[src/pixel_point_operation_unit_macros.svh]
// assertion macros shared by the pixel point operation unit
`ifndef PIXEL_POINT_OPERATION_UNIT_MACROS_SVH
`define PIXEL_POINT_OPERATION_UNIT_MACROS_SVH

// same-cycle implication, disabled while reset is applied
`define PPOU_ASSERT_IMP(lbl, ante, cons, msg) \
	lbl: assert property (@(posedge clk) disable iff (!arst_n) (ante) |-> (cons)) \
		else $error(msg);

// next-cycle implication, disabled while reset is applied
`define PPOU_ASSERT_NXT(lbl, ante, cons, msg) \
	lbl: assert property (@(posedge clk) disable iff (!arst_n) (ante) |=> (cons)) \
		else $error(msg);

`endif

[src/ppou_pkg.sv]
// types, codes and per-channel functions of the pixel point operation unit
package ppou_pkg;

	localparam int CHAN_W     = 8;
	localparam int FUNC_W     = 3;
	localparam int CFG_IDX_W  = 4;
	localparam int CFG_DATA_W = 32;
	localparam int NUM_CHAN   = 3;
	// odd bytes repeat with period 64 under powers, so six exponent bits matter
	localparam int EXP_LO_W   = 6;

	localparam logic [FUNC_W-1:0] FUNC_SQRT  = 3'd0;
	localparam logic [FUNC_W-1:0] FUNC_POW   = 3'd1;
	localparam logic [FUNC_W-1:0] FUNC_LN    = 3'd2;
	localparam logic [FUNC_W-1:0] FUNC_LOG2  = 3'd3;
	localparam logic [FUNC_W-1:0] FUNC_LOG10 = 3'd4;
	localparam logic [FUNC_W-1:0] FUNC_MUL   = 3'd5;

	localparam logic [CFG_IDX_W-1:0] CFG_EXPONENT   = 4'd0;
	localparam logic [CFG_IDX_W-1:0] CFG_MULTIPLIER = 4'd1;

	typedef struct packed {
		logic [FUNC_W-1:0] func;
		logic [CHAN_W-1:0] red_in;
		logic [CHAN_W-1:0] green_in;
		logic [CHAN_W-1:0] blue_in;
	} in_req_t;

	typedef struct packed {
		logic [CHAN_W-1:0] red_out;
		logic [CHAN_W-1:0] green_out;
		logic [CHAN_W-1:0] blue_out;
	} out_res_t;

	// per-channel working set carried down the pipeline
	typedef struct packed {
		logic [CHAN_W-1:0] acc;
		logic [CHAN_W-1:0] base;
		logic [CHAN_W-1:0] direct;
		logic              zero;
	} chan_t;

	typedef struct packed {
		logic [FUNC_W-1:0]       func;
		chan_t [NUM_CHAN-1:0]    chan;
	} stage_t;

	function automatic logic [CHAN_W-1:0] mul8(input logic [CHAN_W-1:0] a,
			input logic [CHAN_W-1:0] b);
		logic [2*CHAN_W-1:0] p;
		p = a * b;
		return p[CHAN_W-1:0];
	endfunction

	function automatic logic [CHAN_W-1:0] isqrt8(input logic [CHAN_W-1:0] c);
		logic [CHAN_W-1:0] r;
		r = '0;
		for (int k = 1; k < 16; k++) begin
			if ({1'b0, c} >= 9'(k * k))
				r = CHAN_W'(k);
		end
		return r;
	endfunction

	function automatic logic [CHAN_W-1:0] ln8(input logic [CHAN_W-1:0] c);
		logic [CHAN_W-1:0] r;
		if (c >= 8'd149)     r = 8'd5;
		else if (c >= 8'd55) r = 8'd4;
		else if (c >= 8'd21) r = 8'd3;
		else if (c >= 8'd8)  r = 8'd2;
		else if (c >= 8'd3)  r = 8'd1;
		else                 r = 8'd0;
		return r;
	endfunction

	function automatic logic [CHAN_W-1:0] log2_8(input logic [CHAN_W-1:0] c);
		logic [CHAN_W-1:0] r;
		r = '0;
		for (int k = 1; k < CHAN_W; k++) begin
			if (c[k])
				r = CHAN_W'(k);
		end
		return r;
	endfunction

	function automatic logic [CHAN_W-1:0] log10_8(input logic [CHAN_W-1:0] c);
		logic [CHAN_W-1:0] r;
		if (c >= 8'd100)     r = 8'd2;
		else if (c >= 8'd10) r = 8'd1;
		else                 r = 8'd0;
		return r;
	endfunction

	// every operation but power, settled in one step
	function automatic logic [CHAN_W-1:0] direct_op(input logic [FUNC_W-1:0] func,
			input logic [CHAN_W-1:0] c, input logic [CHAN_W-1:0] mul);
		logic [CHAN_W-1:0] r;
		case (func)
			FUNC_SQRT:  r = isqrt8(c);
			FUNC_LN:    r = ln8(c);
			FUNC_LOG2:  r = log2_8(c);
			FUNC_LOG10: r = log10_8(c);
			FUNC_MUL:   r = mul8(c, mul);
			default:    r = '0;
		endcase
		return r;
	endfunction

	// one square-and-multiply step of the power chain
	function automatic chan_t pow_step(input chan_t ch, input logic ebit);
		chan_t n;
		n      = ch;
		n.acc  = ebit ? mul8(ch.acc, ch.base) : ch.acc;
		n.base = mul8(ch.base, ch.base);
		return n;
	endfunction

endpackage

[src/pixel_point_operation_unit.sv]
// pixel point operation unit: per-channel sqrt, power, logs and multiply on rgb pixels
//
//  channel   signals                               request accepted when
//  -------   -----------------------------------   -------------------------
//  pixel in  start, busy, req                      start && !busy at clk rise
//  pixel out done, res                             done high, one cycle each
//  config    cfg_valid, cfg_ready, cfg_index,      cfg_valid && cfg_ready
//            cfg_data
//
// one pixel request per clock while busy is low; the result passes every stage register and then the output register
// the power operation sets the depth: six square-and-multiply steps, one per stage
// the other operations finish in stage one and ride along to the output
// reset clears the valid bits and loads exponent and multiplier with 1
// busy and cfg_ready hold off requests only while reset is applied and in the first cycle after reset
// the receiver cannot stall, so the pipeline advances every cycle
`include "pixel_point_operation_unit_macros.svh"

module pixel_point_operation_unit (
	input  logic                                clk,
	input  logic                                arst_n,
	input  logic                                start,
	output logic                                busy,
	input  ppou_pkg::in_req_t                   req,
	output logic                                done,
	output ppou_pkg::out_res_t                  res,
	input  logic                                cfg_valid,
	output logic                                cfg_ready,
	input  logic [ppou_pkg::CFG_IDX_W-1:0]      cfg_index,
	input  logic [ppou_pkg::CFG_DATA_W-1:0]     cfg_data
);

	// configuration, kept only as wide as the arithmetic needs
	logic [ppou_pkg::EXP_LO_W-1:0] exp_lo_q;   // exponent mod 64
	logic                          exp_big_q;  // exponent at least 8
	logic                          exp_zero_q; // exponent exactly 0
	logic [ppou_pkg::CHAN_W-1:0]   mul_q;      // low byte of multiplier
	logic                          busy_q;

	// pipeline valid bits and payload
	logic                 valid_s1, valid_s2, valid_s3, valid_s4, valid_s5, valid_s6;
	ppou_pkg::stage_t     stage_s1, stage_s2, stage_s3, stage_s4, stage_s5, stage_s6;
	ppou_pkg::stage_t     first_d, step2_d, step3_d, step4_d, step5_d, step6_d;

	logic                 done_q;
	ppou_pkg::out_res_t   res_q;
	ppou_pkg::out_res_t   res_d;

	logic                 accept;
	logic                 cfg_write;
	logic [ppou_pkg::CHAN_W-1:0] chan_in [ppou_pkg::NUM_CHAN];
	logic [ppou_pkg::CHAN_W-1:0] chan_out [ppou_pkg::NUM_CHAN];

	assign busy      = busy_q;
	assign cfg_ready = !busy_q;
	assign accept    = start && !busy_q;
	assign cfg_write = cfg_valid && cfg_ready;

	// busy while reset is applied and in the cycle right after reset release
	always_ff @(posedge clk or negedge arst_n) begin
		if (!arst_n) begin
			busy_q <= 1'b1;
		end else begin
			busy_q <= 1'b0;
		end
	end

	// config registers; out-of-range indexes are dropped
	always_ff @(posedge clk or negedge arst_n) begin
		if (!arst_n) begin
			exp_lo_q   <= ppou_pkg::EXP_LO_W'(1);
			exp_big_q  <= 1'b0;
			exp_zero_q <= 1'b0;
			mul_q      <= ppou_pkg::CHAN_W'(1);
		end else if (cfg_write) begin
			case (cfg_index)
				ppou_pkg::CFG_EXPONENT: begin
					exp_lo_q   <= cfg_data[ppou_pkg::EXP_LO_W-1:0];
					exp_big_q  <= |cfg_data[ppou_pkg::CFG_DATA_W-1:3];
					exp_zero_q <= (cfg_data == '0);
				end
				ppou_pkg::CFG_MULTIPLIER: begin
					mul_q <= cfg_data[ppou_pkg::CHAN_W-1:0];
				end
				default: begin
				end
			endcase
		end
	end

	assign chan_in[0] = req.red_in;
	assign chan_in[1] = req.green_in;
	assign chan_in[2] = req.blue_in;

	// stage one: direct operations, first power step, even-base flag
	// an even base with exponent >= 8 carries 2^8 and so is 0 mod 256
	always_comb begin
		first_d.func = req.func;
		for (int ch = 0; ch < ppou_pkg::NUM_CHAN; ch++) begin
			first_d.chan[ch].direct = ppou_pkg::direct_op(req.func, chan_in[ch], mul_q);
			first_d.chan[ch].acc    = exp_lo_q[0] ? chan_in[ch] : ppou_pkg::CHAN_W'(1);
			first_d.chan[ch].base   = ppou_pkg::mul8(chan_in[ch], chan_in[ch]);
			first_d.chan[ch].zero   = !chan_in[ch][0] && exp_big_q;
		end
	end

	// remaining exponent bits, one per stage
	always_comb begin
		step2_d = stage_s1;
		step3_d = stage_s2;
		step4_d = stage_s3;
		step5_d = stage_s4;
		step6_d = stage_s5;
		for (int ch = 0; ch < ppou_pkg::NUM_CHAN; ch++) begin
			step2_d.chan[ch] = ppou_pkg::pow_step(stage_s1.chan[ch], exp_lo_q[1]);
			step3_d.chan[ch] = ppou_pkg::pow_step(stage_s2.chan[ch], exp_lo_q[2]);
			step4_d.chan[ch] = ppou_pkg::pow_step(stage_s3.chan[ch], exp_lo_q[3]);
			step5_d.chan[ch] = ppou_pkg::pow_step(stage_s4.chan[ch], exp_lo_q[4]);
			step6_d.chan[ch] = ppou_pkg::pow_step(stage_s5.chan[ch], exp_lo_q[5]);
		end
	end

	// output select: power result or the value settled in stage one
	always_comb begin
		for (int ch = 0; ch < ppou_pkg::NUM_CHAN; ch++) begin
			if (stage_s6.func == ppou_pkg::FUNC_POW) begin
				chan_out[ch] = stage_s6.chan[ch].zero ? '0 : stage_s6.chan[ch].acc;
			end else begin
				chan_out[ch] = stage_s6.chan[ch].direct;
			end
		end
		res_d.red_out   = chan_out[0];
		res_d.green_out = chan_out[1];
		res_d.blue_out  = chan_out[2];
	end

	// valid bits travel with the data
	always_ff @(posedge clk or negedge arst_n) begin
		if (!arst_n) begin
			valid_s1 <= 1'b0;
			valid_s2 <= 1'b0;
			valid_s3 <= 1'b0;
			valid_s4 <= 1'b0;
			valid_s5 <= 1'b0;
			valid_s6 <= 1'b0;
			done_q   <= 1'b0;
		end else begin
			valid_s1 <= accept;
			valid_s2 <= valid_s1;
			valid_s3 <= valid_s2;
			valid_s4 <= valid_s3;
			valid_s5 <= valid_s4;
			valid_s6 <= valid_s5;
			done_q   <= valid_s6;
		end
	end

	// payload registers, no reset needed
	always_ff @(posedge clk) begin
		stage_s1 <= first_d;
		stage_s2 <= step2_d;
		stage_s3 <= step3_d;
		stage_s4 <= step4_d;
		stage_s5 <= step5_d;
		stage_s6 <= step6_d;
		res_q    <= res_d;
	end

	assign done = done_q;
	assign res  = res_q;

	// every accepted request comes out through the stage registers and the output register, and nothing else does
	`PPOU_ASSERT_IMP(a_latency_out, $past(accept, 7), done, "accepted request lost")
	`PPOU_ASSERT_IMP(a_latency_in, done, $past(accept, 7), "result without request")
	// exponent zero makes the power chain give 1 on every channel
	`PPOU_ASSERT_NXT(a_pow_exp_zero,
		valid_s6 && stage_s6.func == ppou_pkg::FUNC_POW && exp_zero_q,
		res.red_out == 8'd1 && res.green_out == 8'd1 && res.blue_out == 8'd1,
		"power with zero exponent is not 1")
	// log2 of a byte never exceeds 7
	`PPOU_ASSERT_NXT(a_log2_range,
		valid_s6 && stage_s6.func == ppou_pkg::FUNC_LOG2,
		res.red_out < 8'd8 && res.green_out < 8'd8 && res.blue_out < 8'd8,
		"log2 result out of range")

endmodule
[config.mk]
export PLATFORM = sky130hd
export DESIGN_NAME = pixel_point_operation_unit
export DESIGN_NICKNAME = d
export VERILOG_FILES = /design/src/ppou_pkg.sv /design/src/pixel_point_operation_unit.sv
export VERILOG_INCLUDE_DIRS = /design/src /design/src/src
export SDC_FILE = /design/constraint.sdc
export NUM_CORES = 1
export LEC_CHECK = 0
export ABC_AREA = 1
export BUFFER_PORTS_ARGS = -buffer_cell sky130_fd_sc_hd__buf_2
export CORE_ASPECT_RATIO = 1.75
export CORE_MARGIN = 2
export CORE_UTILIZATION = 45
export DETAILED_ROUTE_END_ITERATION = 16
export MAX_ROUTING_LAYER = met4
export PLACE_DENSITY = 0.75
export SLEW_MARGIN = 20
export SYNTH_ARGS = -nofsm -noshare
export SYNTH_HDL_FRONTEND = slang
export SYNTH_SLANG_ARGS = --single-unit
export TNS_END_PERCENT = 20
[constraint.sdc]
create_clock -name clk -period 3.6 [get_ports clk]
set_input_delay 0.36 -clock clk [delete_from_list [all_inputs] [get_ports clk]]
set_output_delay 0.36 -clock clk [all_outputs]
set_load 0.005 [all_outputs]
==> results.toml <==
[pwr]
netSwitchingPower_mw = 10.5
combPwrFrac_pct = 52.0
pwr-share-clk_pct = 18.8
seqPwrFrac_pct = 29.1
sw_frac_of_total_pct = 39.8
max-vdd-ir-drop_mv = 0.426
internal_power_mw = 15.9
p_per_area_nw_per_um2 = 678
p_leak_nw = 22.7
power_mw = 26.4

[min_path]
hp-class = "in2reg"
min_delay_path_depth = 1

[floorplan]
die_h_um = 366
dieArea_um2 = 77000
die_x_um = 211
core_area_um2 = 74000
io_pins = 94
core.rowCount = 132
initial_utilization_pct = 45.4

[clock_tree]
cts_tree = "done"
worstSkewPairLatency_ns = 0.58
cts_sinks = 476
root_buffer = "clkbuf_16"
clkTransAtPathRegs_ns = 0.07
cts_made_buffers = 45
cts_buffer_depth = 3
h-tree-depth = 2

[setup_path]
start_kind = "flop"
crit_required_ns = 4.04
crit_path_max_fanout = 4
cp-end-kind = "flop"
critPathKind = "reg2reg"
cp.arrival_ns = 4.04
r2r_cells = 12

[placed_design]
pre_cts_slack_ns = -0.112
hpwl_um = 60500
placed_area_um2 = 36800
port-buffer-count = 93
gp_congestion = 0.968

[synthesis]
yosys_warnings = 0
yosysSeqAreaShare_pct = 28.7
synth_top_cell_area_share_pct = 27.0
synth_top_cell_by_area = "dfxtp_1"
synth.avg_cell_area_um2 = 8.23
yosysUniqueCellTypes = 49
netlist_instances = 4084
ys_ff_latch = 476
synthesis.area_um2 = 33600
synth.area.top_cells = "dfxtp_1, ha_1, fa_1, inv_1, nand2_1"

[route]
route.detailed.drc = 0
num_vias = 25413
drt_iter0_drc = 1081
antenna_left = 0
vias_per_cell = 4.71
routed_wl_um = 75400
dr.pass1.iters = 8
wl_per_cell_um = 14.0

[sta]
slew_headroom_pct = 27.6
fin_skew_ns = 0.0249
min_period_ns = 3.60
setup_ws_ns = -0.00312
setup_viol = 1
finalHoldViolations = 0
fin_crit_sh_pct = 100
maxSlewViolCount = 0
tightest_slew_ns = 1.08
rsz0062_at_grt = "true"
fin_tns_setup_ns = -0.00312
fmax_ghz = 0.278

[outcome]
outcome = "finished with violations"
violations = "setup timing"

[global_route]
antenna_found_initial = 1
grt_max_degree = 49
grt_use_total_pct = 20.2
grt_pass1_wl_um = 122000
grt_pass1_vias = 26410
grt_overflow = 0

[final_layout]
area_growth_syn_to_layout_pct = 15.9
drive_gt1_share_pct = 12.4
nets = 5191
design_area_um2 = 39000

[job]
cap_violations = 0
[final timing paths]
kind,startpoint,slack (ns),endpoint
setup / recovery,stage_s4[69]$_DFF_P_,-0.003,stage_s5[74]$_DFF_P_
hold / removal,req[24],0.03,stage_s1[75]$_DFF_P_
setup reg to reg,stage_s4[69]$_DFF_P_,-0.003,stage_s5[74]$_DFF_P_
hold reg to reg,stage_s3[32]$_DFF_P_,0.32,stage_s4[32]$_DFF_P_
max in group asynchronous,arst_n,2.71,mul_q[3]$_DFFE_PN0P_
min in group asynchronous,arst_n,0.37,done$_DFF_PN0_
[per-stage QoR]
stage / std cells / hold WS [ns] / utilization (%)
after floorplan: 4160 / 0.0644 / -
after global placement: 5307 / 0.310 / 49.7
after detailed placement: 5307 / 0.312 / 49.7
after CTS: 5398 / 0.00161 / 52.1
after global routing: 5400 / 0.0149 / 52.6
final: 5400 / 0.0340 / 52.6
[power groups by stage]
stage	clock network (mW)	registers (mW)	logic, mW
after CTS	5.08	7.65	13.3
after global placement	0	7.73	12.5
after detailed placement	0	7.75	13.1
final	4.98	7.68	13.7
after global routing	5.28	7.83	15.7
after floorplan	0	7.39	9.41
[Yosys cell counts, drive strengths merged]
cell type,n
inv,1000
nand2,939
ha,489
dfxtp,453
fa,210
xor2,199
xnor2,171
o21ai,151
a21oi,84
nor2,74
nand3,68
clkbuf,65
buf,41
a21boi,32
dfrtp,20
or2,12
nor3,10
nor4,10
o2111ai,9
a31oi,7
mux2,7
o211ai,7
clkinv,3
dfstp,3
nand4,3
a211oi,2
a22oi,2
conb,2
o21bai,2
o311ai,2
o31ai,2
a21o,1
a311oi,1
a32oi,1
nor3b,1
o221ai,1
[worst max-delay path, stage by stage, from the launching register on]
cell and delay [ns]:
dfxtp_1 0.34, nand2_1 0.09, inv_1 0.07, fa_1 0.60
ha_4 0.23, fa_1 0.51, fa_1 0.50, ha_1 0.34
a21oi_2 0.16, xor2_1 0.22, xor2_1 0.19, xor2_1 0.16
o21ai_1 0.07
[cells in the final DEF (no fill, tap or decap), drive strengths merged, types with 3 or more instances in the layout]
| cell type | n |
|---|---|
| a21oi | 84 |
| a21boi | 32 |
| bufinv | 5 |
| nor4 | 10 |
| o2111ai | 9 |
| a31oi | 7 |
| or2 | 12 |
| inv | 1006 |
| dfxtp | 453 |
| nand4 | 3 |
| nor3 | 10 |
| dfrtp | 20 |
| dlygate4sd3 | 3 |
| nand2 | 939 |
| dfstp | 3 |
| o21ai | 151 |
| o211ai | 7 |
| xnor2 | 171 |
| fa | 210 |
| clkbuf | 53 |
| clkinv | 17 |
| buf | 321 |
| ha | 489 |
| xor2 | 199 |
| clkinvlp | 5 |
| mux2 | 7 |
| nand3 | 68 |
| nor2 | 74 |
| conb | 78 |
[area by class of cell]
| cell class | count | area [um^2] |
|---|---|---|
| Antenna cell | 1 | 2.50 |
| Clock buffer | 53 | 1200 |
| Clock inverter | 30 | 389 |
| Fill cell | 6567 | 35000 |
| Inverter | 1003 | 3760 |
| Multi-Input combinational cell | 2575 | 20400 |
| Sequential cell | 476 | 9770 |
| Tap cell | 938 | 1170 |
| Timing Repair Buffer | 324 | 2240 |
[state kept, by name, indices dropped and copies added (netlist names), 6 cells and up]
name and flops:
stage_s6 54, stage_s2 75, stage_s1 75, mul_q 8, stage_s5 75, exp_lo_q 6
stage_s3 75, stage_s4 75, res 24
[logic make-up after synthesis]
logic type / share of synthesized area [%]
adders and majority gates: 30.7
DFF: 28.7
buffers and inverters: 12.5
muxes: 0.235
other: 0.0223
AOI/OAI and AO/OA: 5.07
and+or+nand+nor: 13.1
xor gates and xnor gates: 9.66
[routing by layer]
layer,GRT usage [%],part of all wire [%],vias to the layer above
met5,-,0,-
met4,13.0,7.4,0
met3,1.73,2.9,279
met2,39.4,54,536
met1,18.6,35,11847
li1,-,-,12751
[what timing repair did]
| action | 4_1_cts | 5_1_grt |
|---|---|---|
| resized for setup | 43 | 112 |
| hold endpoints to repair | 22 | 0 |
| setup endpoints to repair | 13 | 28 |
| pin swaps | 19 | 66 |
| hold buffers | 3 | 0 |
| setup buffers | 5 | 1 |
No activity file was read; power rests on OpenSTA's default activity.
